**src/hw/rtl/smf_pkg.sv**
```systemverilog
// ----------------------------------------------------------------------------
// smf_pkg
// Shared types and constants for the MIDI track event parser.
// ----------------------------------------------------------------------------
package smf_pkg;

  localparam int unsigned MaxQtyBytesDefault = 4;
  localparam int unsigned QueueDepth         = 2;

  localparam int unsigned QtyWidth   = 28;
  localparam int unsigned CntWidth   = 3;
  localparam int unsigned TickWidth  = 31;
  localparam int unsigned TempoWidth = 24;

  localparam logic [1:0] KIND_NOTE   = 2'd0;
  localparam logic [1:0] KIND_TEMPO  = 2'd1;
  localparam logic [1:0] KIND_BADLEN = 2'd2;

  localparam logic [7:0] ST_SYSEX     = 8'hF0;
  localparam logic [7:0] ST_SYSEX_ESC = 8'hF7;
  localparam logic [7:0] ST_META      = 8'hFF;
  localparam logic [7:0] META_TEMPO   = 8'h51;
  localparam logic [3:0] HI_NOTE_OFF  = 4'h8;
  localparam logic [3:0] HI_NOTE_ON   = 4'h9;
  localparam logic [3:0] HI_PROGRAM   = 4'hC;
  localparam logic [3:0] HI_PRESSURE  = 4'hD;

  typedef enum logic [2:0] {
    CLS_NOTE,
    CLS_META,
    CLS_SYSEX,
    CLS_SKIP1,
    CLS_SKIP2
  } byte_cls_e;

  typedef struct packed {
    logic [7:0] data;
    logic       first;
    byte_cls_e  cls;
  } byte_entry_t;

endpackage

```
**src/hw/rtl/smf_track_event_parser.sv**
```systemverilog
// ----------------------------------------------------------------------------
// smf_track_event_parser
// Parses a MIDI file track body byte by byte into note and tempo events.
// ----------------------------------------------------------------------------
// Input channel: one track byte per beat (track_byte_i, first_of_track_i),
// with in_valid_i / in_stall_o. first_of_track_i restarts ticks and parser.
// Output channel: one event per beat on out_valid_o / out_stall_i: note
// on/off with its two data bytes, a set-tempo value, or a bad tempo length
// error, each tagged with the absolute tick count (saturating at 2^31-1).
// After an error, bytes are dropped until the next first_of_track_i.
// Throughput: one byte per cycle, set by the single-step parser loop, unless
// a stalled result holds back the last byte of the next event. That byte is
// written to the queue, then its event is loaded into the result register.
// A two-entry queue separates the input tagging from the parser; in_stall_o
// rises only when it is full. While out_stall_i holds a result, bytes that
// give no event still drain; the queue fills only at the next event.
// Reset empties the queue and the result register and clears parser state.
// ----------------------------------------------------------------------------
module smf_track_event_parser import smf_pkg::*; #(
  parameter int unsigned MAX_QUANTITY_BYTES = MaxQtyBytesDefault
) (
  input  logic                  clk_i,
  input  logic                  rst_ni,
  input  logic                  in_valid_i,
  output logic                  in_stall_o,
  input  logic [7:0]            track_byte_i,
  input  logic                  first_of_track_i,
  output logic                  out_valid_o,
  input  logic                  out_stall_i,
  output logic [1:0]            event_kind_o,
  output logic [TickWidth-1:0]  event_ticks_o,
  output logic [7:0]            status_byte_o,
  output logic [7:0]            first_data_o,
  output logic [7:0]            second_data_o,
  output logic [TempoWidth-1:0] tempo_value_o
);

  byte_entry_t push_entry;
  byte_entry_t head;
  logic        push, pop, empty, full;

  smf_front u_front (
    .track_byte_i     (track_byte_i),
    .first_of_track_i (first_of_track_i),
    .in_valid_i       (in_valid_i),
    .in_stall_o       (in_stall_o),
    .q_full_i         (full),
    .q_push_o         (push),
    .q_entry_o        (push_entry)
  );

  smf_queue #(
    .Depth (QueueDepth)
  ) u_queue (
    .clk_i        (clk_i),
    .rst_ni       (rst_ni),
    .push_i       (push),
    .push_entry_i (push_entry),
    .pop_i        (pop),
    .head_o       (head),
    .empty_o      (empty),
    .full_o       (full)
  );

  smf_back #(
    .MAX_QUANTITY_BYTES (MAX_QUANTITY_BYTES)
  ) u_back (
    .clk_i         (clk_i),
    .rst_ni        (rst_ni),
    .head_i        (head),
    .empty_i       (empty),
    .pop_o         (pop),
    .out_valid_o   (out_valid_o),
    .out_stall_i   (out_stall_i),
    .event_kind_o  (event_kind_o),
    .event_ticks_o (event_ticks_o),
    .status_byte_o (status_byte_o),
    .first_data_o  (first_data_o),
    .second_data_o (second_data_o),
    .tempo_value_o (tempo_value_o)
  );

endmodule

```
**src/hw/rtl/smf_front.sv**
```systemverilog
// ----------------------------------------------------------------------------
// smf_front
// Input side: takes track bytes and tags each with its status class.
// ----------------------------------------------------------------------------
module smf_front import smf_pkg::*; (
  input  logic [7:0]  track_byte_i,
  input  logic        first_of_track_i,
  input  logic        in_valid_i,
  output logic        in_stall_o,
  input  logic        q_full_i,
  output logic        q_push_o,
  output byte_entry_t q_entry_o
);

  byte_cls_e cls;

  always_comb begin
    if (track_byte_i == ST_META) begin
      cls = CLS_META;
    end else if (track_byte_i == ST_SYSEX || track_byte_i == ST_SYSEX_ESC) begin
      cls = CLS_SYSEX;
    end else if (track_byte_i[7:4] == HI_NOTE_OFF || track_byte_i[7:4] == HI_NOTE_ON) begin
      cls = CLS_NOTE;
    end else if (track_byte_i[7:4] == HI_PROGRAM || track_byte_i[7:4] == HI_PRESSURE) begin
      cls = CLS_SKIP1;
    end else begin
      cls = CLS_SKIP2;
    end
  end

  assign in_stall_o      = q_full_i;
  assign q_push_o        = in_valid_i & ~q_full_i;
  assign q_entry_o.data  = track_byte_i;
  assign q_entry_o.first = first_of_track_i;
  assign q_entry_o.cls   = cls;

endmodule

```
**src/hw/rtl/smf_queue.sv**
```systemverilog
// ----------------------------------------------------------------------------
// smf_queue
// Small FIFO of tagged bytes between the front and the parser.
// ----------------------------------------------------------------------------
module smf_queue import smf_pkg::*; #(
  parameter int unsigned Depth = QueueDepth
) (
  input  logic        clk_i,
  input  logic        rst_ni,
  input  logic        push_i,
  input  byte_entry_t push_entry_i,
  input  logic        pop_i,
  output byte_entry_t head_o,
  output logic        empty_o,
  output logic        full_o
);

  localparam int unsigned PtrW = (Depth > 1) ? $clog2(Depth) : 1;
  localparam int unsigned CntW = $clog2(Depth + 1);

  byte_entry_t            mem_q [Depth];
  logic [PtrW-1:0]        wr_ptr_q, wr_ptr_d;
  logic [PtrW-1:0]        rd_ptr_q, rd_ptr_d;
  logic [CntW-1:0]        count_q, count_d;

  function automatic logic [PtrW-1:0] ptr_inc(input logic [PtrW-1:0] p);
    logic [PtrW-1:0] r;
    if (p == PtrW'(Depth - 1)) begin
      r = '0;
    end else begin
      r = p + PtrW'(1);
    end
    return r;
  endfunction

  assign empty_o = (count_q == '0);
  assign full_o  = (count_q == CntW'(Depth));
  assign head_o  = mem_q[rd_ptr_q];

  always_comb begin
    wr_ptr_d = push_i ? ptr_inc(wr_ptr_q) : wr_ptr_q;
    rd_ptr_d = pop_i ? ptr_inc(rd_ptr_q) : rd_ptr_q;
    count_d  = count_q;
    if (push_i && !pop_i) begin
      count_d = count_q + CntW'(1);
    end else if (!push_i && pop_i) begin
      count_d = count_q - CntW'(1);
    end
  end

  always_ff @(posedge clk_i or negedge rst_ni) begin
    if (!rst_ni) begin
      wr_ptr_q <= '0;
      rd_ptr_q <= '0;
      count_q  <= '0;
    end else begin
      wr_ptr_q <= wr_ptr_d;
      rd_ptr_q <= rd_ptr_d;
      count_q  <= count_d;
    end
  end

  always_ff @(posedge clk_i) begin
    if (push_i) begin
      mem_q[wr_ptr_q] <= push_entry_i;
    end
  end

endmodule

```
**src/hw/rtl/smf_back.sv**
```systemverilog
// ----------------------------------------------------------------------------
// smf_back
// Track parser: delta times, tick count, event decode and result register.
// ----------------------------------------------------------------------------
module smf_back import smf_pkg::*; #(
  parameter int unsigned MAX_QUANTITY_BYTES = MaxQtyBytesDefault
) (
  input  logic                  clk_i,
  input  logic                  rst_ni,
  input  byte_entry_t           head_i,
  input  logic                  empty_i,
  output logic                  pop_o,
  output logic                  out_valid_o,
  input  logic                  out_stall_i,
  output logic [1:0]            event_kind_o,
  output logic [TickWidth-1:0]  event_ticks_o,
  output logic [7:0]            status_byte_o,
  output logic [7:0]            first_data_o,
  output logic [7:0]            second_data_o,
  output logic [TempoWidth-1:0] tempo_value_o
);

  localparam logic [3:0] PH_DELTA     = 4'd0;
  localparam logic [3:0] PH_STATUS    = 4'd1;
  localparam logic [3:0] PH_META_TYPE = 4'd2;
  localparam logic [3:0] PH_META_LEN  = 4'd3;
  localparam logic [3:0] PH_SYSEX_LEN = 4'd4;
  localparam logic [3:0] PH_SKIP      = 4'd5;
  localparam logic [3:0] PH_NOTE_A    = 4'd6;
  localparam logic [3:0] PH_NOTE_B    = 4'd7;
  localparam logic [3:0] PH_TEMPO     = 4'd8;

  localparam logic [CntWidth-1:0] MaxCnt = CntWidth'(MAX_QUANTITY_BYTES);
  localparam logic [TickWidth-1:0] TickMax = '1;

  logic [3:0]            phase_q, phase_d, cur_phase;
  logic [QtyWidth-1:0]   acc_q, acc_d, cur_acc;
  logic [CntWidth-1:0]   cnt_q, cnt_d, cur_cnt;
  logic [TickWidth-1:0]  ticks_q, ticks_d, cur_ticks;
  logic [7:0]            hstat_q, hstat_d, cur_hstat;
  logic [7:0]            hdata_q, hdata_d, cur_hdata;
  logic [QtyWidth-1:0]   skip_q, skip_d, cur_skip;
  logic                  is_tempo_q, is_tempo_d, cur_is_tempo;
  logic [TempoWidth-1:0] tempo_q, tempo_d, cur_tempo;
  logic                  err_q, err_d, cur_err;

  logic [7:0]            b;
  logic [QtyWidth-1:0]   q_base, q_acc;
  logic [CntWidth-1:0]   q_inc;
  logic                  q_done;
  logic [TickWidth:0]    tick_sum;
  logic [TempoWidth-1:0] tempo_sh;

  logic                  emit;
  logic [1:0]            em_kind;
  logic [7:0]            em_d2;

  logic                  out_ready;
  logic                  out_valid_q;
  logic [1:0]            kind_q;
  logic [TickWidth-1:0]  oticks_q;
  logic [7:0]            ostat_q, od1_q, od2_q;
  logic [TempoWidth-1:0] otempo_q;

  assign b = head_i.data;

  always_comb begin
    cur_phase    = head_i.first ? PH_DELTA : phase_q;
    cur_acc      = head_i.first ? '0 : acc_q;
    cur_cnt      = head_i.first ? '0 : cnt_q;
    cur_ticks    = head_i.first ? '0 : ticks_q;
    cur_hstat    = head_i.first ? '0 : hstat_q;
    cur_hdata    = head_i.first ? '0 : hdata_q;
    cur_skip     = head_i.first ? '0 : skip_q;
    cur_is_tempo = head_i.first ? 1'b0 : is_tempo_q;
    cur_tempo    = head_i.first ? '0 : tempo_q;
    cur_err      = head_i.first ? 1'b0 : err_q;
  end

  // variable-length quantity step
  always_comb begin
    q_base   = (cur_cnt == '0) ? '0 : cur_acc;
    q_acc    = {q_base[QtyWidth-8:0], b[6:0]};
    q_inc    = cur_cnt + CntWidth'(1);
    q_done   = ~b[7] | (q_inc >= MaxCnt);
    tick_sum = {1'b0, cur_ticks} + (TickWidth+1)'(cur_acc);
    tempo_sh = {cur_tempo[TempoWidth-9:0], b};
  end

  always_comb begin
    phase_d    = cur_phase;
    acc_d      = cur_acc;
    cnt_d      = cur_cnt;
    ticks_d    = cur_ticks;
    hstat_d    = cur_hstat;
    hdata_d    = cur_hdata;
    skip_d     = cur_skip;
    is_tempo_d = cur_is_tempo;
    tempo_d    = cur_tempo;
    err_d      = cur_err;
    emit       = 1'b0;
    em_kind    = KIND_NOTE;
    em_d2      = b;
    if (!cur_err) begin
      case (cur_phase)
        PH_DELTA: begin
          acc_d = q_acc;
          cnt_d = q_done ? '0 : q_inc;
          if (q_done) begin
            phase_d = PH_STATUS;
          end
        end
        PH_STATUS: begin
          ticks_d = tick_sum[TickWidth] ? TickMax : tick_sum[TickWidth-1:0];
          acc_d   = '0;
          hstat_d = b;
          case (head_i.cls)
            CLS_META:  phase_d = PH_META_TYPE;
            CLS_SYSEX: phase_d = PH_SYSEX_LEN;
            CLS_NOTE:  phase_d = PH_NOTE_A;
            CLS_SKIP1: begin
              skip_d  = QtyWidth'(1);
              phase_d = PH_SKIP;
            end
            default: begin
              skip_d  = QtyWidth'(2);
              phase_d = PH_SKIP;
            end
          endcase
        end
        PH_META_TYPE: begin
          is_tempo_d = (b == META_TEMPO);
          phase_d    = PH_META_LEN;
        end
        PH_META_LEN: begin
          acc_d = q_acc;
          cnt_d = q_done ? '0 : q_inc;
          if (q_done) begin
            if (!cur_is_tempo) begin
              skip_d  = q_acc;
              phase_d = (q_acc == '0) ? PH_DELTA : PH_SKIP;
            end else if (q_acc != QtyWidth'(3)) begin
              err_d   = 1'b1;
              phase_d = PH_DELTA;
              emit    = 1'b1;
              em_kind = KIND_BADLEN;
            end else begin
              tempo_d = '0;
              phase_d = PH_TEMPO;
            end
          end
        end
        PH_SYSEX_LEN: begin
          acc_d = q_acc;
          cnt_d = q_done ? '0 : q_inc;
          if (q_done) begin
            skip_d  = q_acc;
            phase_d = (q_acc == '0) ? PH_DELTA : PH_SKIP;
          end
        end
        PH_SKIP: begin
          skip_d = cur_skip - QtyWidth'(1);
          if (cur_skip == QtyWidth'(1)) begin
            phase_d = PH_DELTA;
          end
        end
        PH_NOTE_A: begin
          hdata_d = b;
          phase_d = PH_NOTE_B;
        end
        PH_NOTE_B: begin
          phase_d = PH_DELTA;
          emit    = 1'b1;
          em_kind = KIND_NOTE;
        end
        PH_TEMPO: begin
          tempo_d = tempo_sh;
          cnt_d   = q_inc;
          if (q_inc >= CntWidth'(3)) begin
            cnt_d   = '0;
            phase_d = PH_DELTA;
            emit    = 1'b1;
            em_kind = KIND_TEMPO;
          end
        end
        default: phase_d = PH_DELTA;
      endcase
    end
  end

  assign out_ready = ~out_valid_q | ~out_stall_i;
  assign pop_o     = ~empty_i & (~emit | out_ready);

  always_ff @(posedge clk_i or negedge rst_ni) begin
    if (!rst_ni) begin
      phase_q    <= PH_DELTA;
      acc_q      <= '0;
      cnt_q      <= '0;
      ticks_q    <= '0;
      hstat_q    <= '0;
      hdata_q    <= '0;
      skip_q     <= '0;
      is_tempo_q <= 1'b0;
      tempo_q    <= '0;
      err_q      <= 1'b0;
    end else if (pop_o) begin
      phase_q    <= phase_d;
      acc_q      <= acc_d;
      cnt_q      <= cnt_d;
      ticks_q    <= ticks_d;
      hstat_q    <= hstat_d;
      hdata_q    <= hdata_d;
      skip_q     <= skip_d;
      is_tempo_q <= is_tempo_d;
      tempo_q    <= tempo_d;
      err_q      <= err_d;
    end
  end

  always_ff @(posedge clk_i or negedge rst_ni) begin
    if (!rst_ni) begin
      out_valid_q <= 1'b0;
    end else if (out_ready) begin
      out_valid_q <= pop_o & emit;
    end
  end

  always_ff @(posedge clk_i) begin
    if (pop_o && emit) begin
      kind_q   <= em_kind;
      oticks_q <= cur_ticks;
      ostat_q  <= (em_kind == KIND_NOTE) ? cur_hstat : 8'h00;
      od1_q    <= (em_kind == KIND_NOTE) ? cur_hdata : 8'h00;
      od2_q    <= (em_kind == KIND_NOTE) ? em_d2 : 8'h00;
      otempo_q <= (em_kind == KIND_TEMPO) ? tempo_sh : '0;
    end
  end

  assign out_valid_o   = out_valid_q;
  assign event_kind_o  = kind_q;
  assign event_ticks_o = oticks_q;
  assign status_byte_o = ostat_q;
  assign first_data_o  = od1_q;
  assign second_data_o = od2_q;
  assign tempo_value_o = otempo_q;

  a_err_parks: assert property (@(posedge clk_i) disable iff (!rst_ni)
    err_q |-> phase_q == PH_DELTA)
    else $error("error hold outside delta phase");

  a_skip_nonzero: assert property (@(posedge clk_i) disable iff (!rst_ni)
    phase_q == PH_SKIP |-> skip_q != '0)
    else $error("skip phase with nothing to skip");

  a_qty_count: assert property (@(posedge clk_i) disable iff (!rst_ni)
    phase_q != PH_TEMPO |-> cnt_q < MaxCnt)
    else $error("quantity byte count out of range");

  a_no_pop_lost: assert property (@(posedge clk_i) disable iff (!rst_ni)
    out_valid_q && out_stall_i |=> out_valid_q)
    else $error("stalled result dropped");

endmodule
```
**config.mk**
```make
export PLATFORM = sky130hd
export DESIGN_NAME = smf_track_event_parser
export DESIGN_NICKNAME = d
export VERILOG_FILES = /design/src/hw/rtl/smf_pkg.sv /design/src/hw/rtl/smf_track_event_parser.sv /design/src/hw/rtl/smf_front.sv /design/src/hw/rtl/smf_queue.sv /design/src/hw/rtl/smf_back.sv
export SDC_FILE = /design/constraint.sdc
export NUM_CORES = 1
export LEC_CHECK = 0
export BUFFER_PORTS_ARGS = -buffer_cell sky130_fd_sc_hd__buf_2
export CORE_MARGIN = 2
export CORE_UTILIZATION = 61
export CTS_BUF_LIST = sky130_fd_sc_hd__clkbuf_16
export DETAILED_ROUTE_END_ITERATION = 8
export PLACE_DENSITY = 0.93
export REMOVE_ABC_BUFFERS = 1
export SKIP_LAST_GASP = 1
export SYNTH_ARGS = -nofsm -noshare
export SYNTH_HDL_FRONTEND = slang
export SYNTH_SLANG_ARGS = --single-unit
```
**constraint.sdc**
```tcl
create_clock -name clk_i -period 11.9 [get_ports clk_i]
set_input_delay 1.785 -clock clk_i [delete_from_list [all_inputs] [get_ports clk_i]]
set_output_delay 1.785 -clock clk_i [all_outputs]
set_load 0.005 [all_outputs]
```
Yosys cells after proc, flatten, opt, wreduce, memory -nomap -nowiden
Memory sizes are Yosys's and may differ from the RTL's.
Cells that the tools add are included.

cells by class
  $add $sub $neg = 7
  multipliers = 0
  div/mod/pow operators = 0
  order comparisons = 2
  equality and inequality tests = 23
  shifts and indexed selects = 0
  muxes and demuxes = 72
  bitwise gates (word level) = 12
  reductions and logical operators = 17

operator list
  kind                     count
  $mux W28                 7
  $mux W31                 4
  $mux W24                 5
  $pmux W28 S2             2
  $pmux W28 S4             1
  $mux W8                  6
  $pmux W24 S2             1
  $mux W4                  9
  $add A31 B28 Y32         1
  $pmux W4 S8              1
  $eq A28 B1 Y1 const B    1
  $logic_not A28 Y1        1
  $ne A28 B2 Y1 const B    1
  $sub A28 B1 Y28 const B  1
  $mux W3                  9
  $eq A8 B8 Y1 const B     3
  $mux W21                 1
  $eq A4 B4 Y1 const B     5
  $eq A4 B3 Y1 const B     4
  $mux W1                  16
  $mux W2                  6
  $pmux W3 S3              1
  $eq A4 B2 Y1 const B     2
  $eq A8 B7 Y1 const B     1
  25 further kinds         44

storage, ports and cells
  flip-flop bits (word level) = 222
  latch bits = 0
  bits in writable memories = 24
  bits in read-only memories = 0
  input bits = 13
  memories = 1

memory list
  name           words  width  rd ports  clocked after memory_dff  wr ports  RTL line         RTL
  u_queue.mem_q  2      12     1         0                         1         smf_queue.sv:21  byte_entry_t mem_q [Depth];

Depth between registers and ports, before layout
An unclocked memory read counts as a cell.

  depth in word-level cells = 16
  mapped depth = 23
  mapped depth without buffers = 15

Modules after synthesis
A second synthesis with hierarchy kept.

second synthesis, totals
  cell total of the unflattened synthesis = 1234
  area total of the unflattened synthesis = 12578.3 µm²

modules (own cells, without submodules)
  module     times used  cells each  area an instance (µm²)  sequential area each (µm²)
  smf_back   1           1159        11337.1                 5660.4
  smf_queue  1           53          1087.3                  820.8
  smf_front  1           22          153.9                   0.0

Worst setup path after synthesis
OpenSTA, ideal clock, no wires.

  path kind = register to register
  start point = register u_queue.rd_ptr_q
  end point = register u_back.kind_q[0], in the netlist u_back.event_kind_o[0] (enable)
  library setup time = 570 ps
  data arrival time = 7640 ps
  setup slack = 3689 ps
  cell stages (with the launch flop) = 19
  clock period less this slack = 8211 ps
  cells stage by stage = dfrtp_1 > buf_6 > mux2i_1 > clkbuf_1 > clkbuf_1 > clkbuf_1 > clkbuf_1 > nand2_1 > ha_1 > nor2b_1 > nor3_1 > or4_4 > clkinv_2 > nor2_1 > a21o_1 > buf_6 > inv_4 > buf_4 > a31oi_1

on the way
  cells in the longest elaborated chain, start to end = 14

ends and longest elaborated chain
  element                                                                RTL line         RTL
  start, declared                                                        smf_queue.sv:23  logic [PtrW-1:0] rd_ptr_q, rd_ptr_d;
  start signal, assigned                                                 smf_queue.sv:58  rd_ptr_q <= rd_ptr_d;
  $mem_v2 Z2 W12 *                                                       n/a
  parallel branches: the longest is 8 deep, another holds $add A3 B1 Y3  n/a
  $mux W1 *                                                              smf_back.sv:104  if (!cur_err) begin
  $not A1 Y1                                                             smf_back.sv:192  assign pop_o = ~empty_i & (~emit | out_ready);
  $or A1 B1 Y1                                                           smf_back.sv:192
  $and A1 B1 Y1                                                          smf_back.sv:192
  $logic_and A1 B1 Y1 *                                                  smf_back.sv:229  if (pop_o && emit) begin
  end signal, assigned                                                   smf_back.sv:230  kind_q <= em_kind;
  end, declared                                                          smf_back.sv:60   logic [1:0] kind_q;

Mark *: on every way between the ends.
A chain may end at the register's enable or synchronous reset.

Worst setup path in the final report
  start point = register u_queue.rd_ptr_q
  end point = register u_back.oticks_q[16], in the netlist u_back.event_ticks_o[16] (enable)

on the way
  cells in the longest elaborated chain, start to end = 14

ends and longest elaborated chain
  element                                                                RTL line         RTL
  $mem_v2 Z2 W12 *                                                       n/a
  parallel branches: the longest is 8 deep, another holds $add A3 B1 Y3  n/a
  $mux W1 *                                                              smf_back.sv:104
  $not A1 Y1                                                             smf_back.sv:192
  $or A1 B1 Y1                                                           smf_back.sv:192
  $and A1 B1 Y1                                                          smf_back.sv:192
  $logic_and A1 B1 Y1 *                                                  smf_back.sv:229
  end signal, assigned                                                   smf_back.sv:231  oticks_q <= cur_ticks;
  end, declared                                                          smf_back.sv:61   logic [TickWidth-1:0] oticks_q;

Marked as above.

==> impl_metrics.json <==
{
  "crit_fanout": 82,
  "yosysWarnings": 0,
  "busiest_layer": "met2",
  "critPathCaptureType": "flop",
  "die_x_um": 147,
  "ff2ff_setup_slack_ns": 6.14,
  "vias": 10776,
  "clkSlewWorstSetupHoldPaths_ns": 0.06,
  "fin_util_pct": 69.2,
  "syn_inst": 1254,
  "post_synth_instance_area_um2": 12500,
  "rsz0062_at_grt": "false",
  "finalHoldViolations": 0,
  "fp-row-count": 52,
  "cts_tree": "yes",
  "cap_viol_max_count": 0,
  "cts_setup_buffers": 0,
  "cp-start-kind": "flop",
  "hold_class": "reg2reg",
  "status": "finished, final reports clean",
  "seq_area_frac_synth_pct": 51.9,
  "critical_path_class": "reg2reg",
  "wl_per_cell_um": 20.4,
  "min_to": "u_back.ticks_q[16]$_DFFE_PN0P_",
  "fmax_mhz": 173,
  "wirelength_um": 33000,
  "drt_pass1_iterations": 6,
  "regToRegStartpoint": "u_queue.rd_ptr_q$_DFFE_PN0P_",
  "overflow": 0,
  "met2_usage_pct": 48.1,
  "postCtsHoldBufs": 0,
  "ant_nets": 0,
  "worst_clock_skew_ns": 0.0291,
  "whs_path_depth": 2,
  "clock_latency_ns": 0.55,
  "synth_flop_cell": "dfrtp_1",
  "r2r.worst_path.cells": 12,
  "grt_util_met1_pct": 41.4,
  "cts_max_level": 1,
  "setup_viol": 0,
  "cp_data_arrival_time_ns": 5.91,
  "leakagePower_nw": 6.12,
  "routed_via_density": 6.66,
  "ys_ff_latch": 238,
  "grt_pass1_wl_um": 53400,
  "dieArea_um2": 21600,
  "cts_resized": 0,
  "slew_viol_final": 0,
  "drive_above_1_share_pct": 12.8,
  "worstMarginPinSlew_ns": 1.15,
  "numCtsBuffers": 25,
  "ys_top_cells_by_area": "dfrtp_1 27%, edfxtp_1 25%, o21ai_0 4.8%, nand2_1 4.5%, and2_1 4.5%",
  "worstPathCellList": "mux2i_4 > nand2_1 > ha_1 > nor2b_1 > nor3_1 > or4_4 > clkinv_2 > nor2_1 > a21o_1 > inv_4 > a31oi_4 > buf_4",
  "max_slew_margin_pct": 22.3,
  "powerDensity_nw_per_um2": 228,
  "period_share_pct": 48.4,
  "detail_route.drc_violations": 0,
  "synth_top_area_share_pct": 26.7,
  "ys_async_sr_fraction_pct": 55.9,
  "die_h_um": 147,
  "fin_crit_ns": 5.76,
  "hpwl_um": 21400,
  "grtUsageMet3_pct": 5.59,
  "critical_path.slowest_cell": "dfrtp_1",
  "clock_path_buffers": 3,
  "drtIter0Drc": 1325,
  "diodes": 0,
  "synth_largest_area_cell": "dfrtp_1",
  "synth.avg_cell_area_um2": 9.96,
  "synth_edf_count": 105,
  "grt_usage_pct": 30.5,
  "tns_ns": 0,
  "numClockSinks": 238,
  "start_util_pct": 61.9,
  "hp-start": "u_back.ticks_q[16]$_DFFE_PN0P_",
  "crit_path_max_incr_delay_ns": 0.92,
  "grt_max_degree": 96,
  "reg2reg_to": "u_back.event_ticks_o[16]$_DFFE_PP_",
  "critPathRequiredTime_ns": 12.04,
  "antenna_found_initial": 0,
  "fin_nets": 1378,
  "ys_types": 90,
  "synth.most_common_cell": "nand2_1",
  "syn_to_final_growth_pct": 11.7,
  "irDropWorstVdd_mv": 0.134,
  "core_um2": 20200,
  "pin_count": 96,
  "gp_congestion": 0.946,
  "io_buffers": 95,
  "grt_pass1_vias": 10488,
  "netlist_top_cells_count": "151 x nand2_1, 133 x dfrtp_1, 120 x o21ai_0",
  "cts-root-buf": "clkbuf_16"
}
[stage by stage]
step	total power, mW	hold slack, ns	worst slack (ns)	area, um^2	instances
after floorplan	1.96	0.430	1.14	12200	1192
after global placement	2.32	0.442	6.63	13200	1573
after detailed placement	2.37	0.448	6.47	13200	1573
after CTS	3.13	0.461	6.32	13900	1619
after global routing	3.33	0.485	5.92	13900	1619
final	3.18	0.458	6.14	13900	1619
[critical path: cells and delay by family (launching register included)]
kind            cells  cell delay [ns]
compound gates      2             0.93
buf+inv             3             1.45
simple gates        5             1.18
flops               1             0.92
mux                 1             0.39
fa+ha+maj           1             0.34
[sequential cells by signal, indices dropped and copies added (netlist names)]
signal	count
u_back.event_ticks_o	31
u_back.ticks_q	31
u_back.acc_q	28
u_back.skip_q	28
u_back.tempo_value_o	24
u_queue.mem_q	24
u_back.tempo_q	16
u_back.first_data_o	8
u_back.hdata_q	8
u_back.hstat_q	8
u_back.second_data_o	8
u_back.status_byte_o	8
u_back.phase_q	4
u_back.cnt_q	3
u_back.event_kind_o	2
u_queue.count_q	2
u_back.err_q	1
u_back.is_tempo_q	1
u_back.out_valid_o	1
u_queue.rd_ptr_q	1
u_queue.wr_ptr_q	1
[kinds of logic after synthesis]
| family | share of synthesized area, % |
|---|---|
| AO/OA/AOI/OAI | 20.1 |
| XOR/XNOR | 1.89 |
| adder cells (fa/ha/maj) | 3.57 |
| buffers and inverters | 3.35 |
| flip-flops | 51.9 |
| multiplexers | 1.24 |
| AND/OR/NAND/NOR | 17.9 |
[layer usage]
layer  routed length [um]  vias to the layer above
met5                    0                        -
met4                 1460                        0
met3                 3610                      153
met2                15400                      759
met1                12500                     5108
li1                     -                     4756
[report_power, final]
part | switching, mW | total [mW] | leakage (nW) | internal [mW]
combinational | 0.857 | 1.28 | 2.89 | 0.421
sequential | 0.144 | 1.15 | 2.83 | 1.01
clock | 0.319 | 0.746 | 0.399 | 0.426
total | 1.32 | 3.18 | 6.12 | 1.86
[worst max-delay path by stage]
stage,end,from
2_1_floorplan,u_back.event_kind_o[0]$_DFFE_PP_,u_queue.rd_ptr_q$_DFFE_PN0P_
3_3_place_gp,u_back.event_ticks_o[16]$_DFFE_PP_,u_queue.rd_ptr_q$_DFFE_PN0P_
3_5_place_dp,u_back.event_ticks_o[16]$_DFFE_PP_,u_queue.rd_ptr_q$_DFFE_PN0P_
4_1_cts,u_back.event_ticks_o[16]$_DFFE_PP_,u_queue.rd_ptr_q$_DFFE_PN0P_
5_1_grt,u_back.event_ticks_o[16]$_DFFE_PP_,u_queue.rd_ptr_q$_DFFE_PN0P_
6_report,u_back.event_ticks_o[16]$_DFFE_PP_,u_queue.rd_ptr_q$_DFFE_PN0P_
[cell type report]
| class | count | area [um^2] |
|---|---|---|
| inverters | 34 | 131 |
| well taps | 270 | 338 |
| clock inverters | 21 | 159 |
| clock buffers | 25 | 626 |
| repair buffers | 111 | 598 |
| flip-flops and latches | 238 | 6480 |
| fillers | 1384 | 6220 |
| multi-input cells | 920 | 5620 |
[cell usage in the layout, fill, tap and decap left out, drive strengths merged, types with 14 or more instances in the layout]
cell,n
nand2,151
dfrtp,133
o21ai,125
buf,111
edfxtp,105
a21oi,90
and2,89
nor2,86
inv,39
ha,34
a22o,30
nand3,28
o22ai,28
nor3,26
clkbuf,25
a21o,16
xnor2,15
o31ai,14
Power figures use the tool's default switching activity.
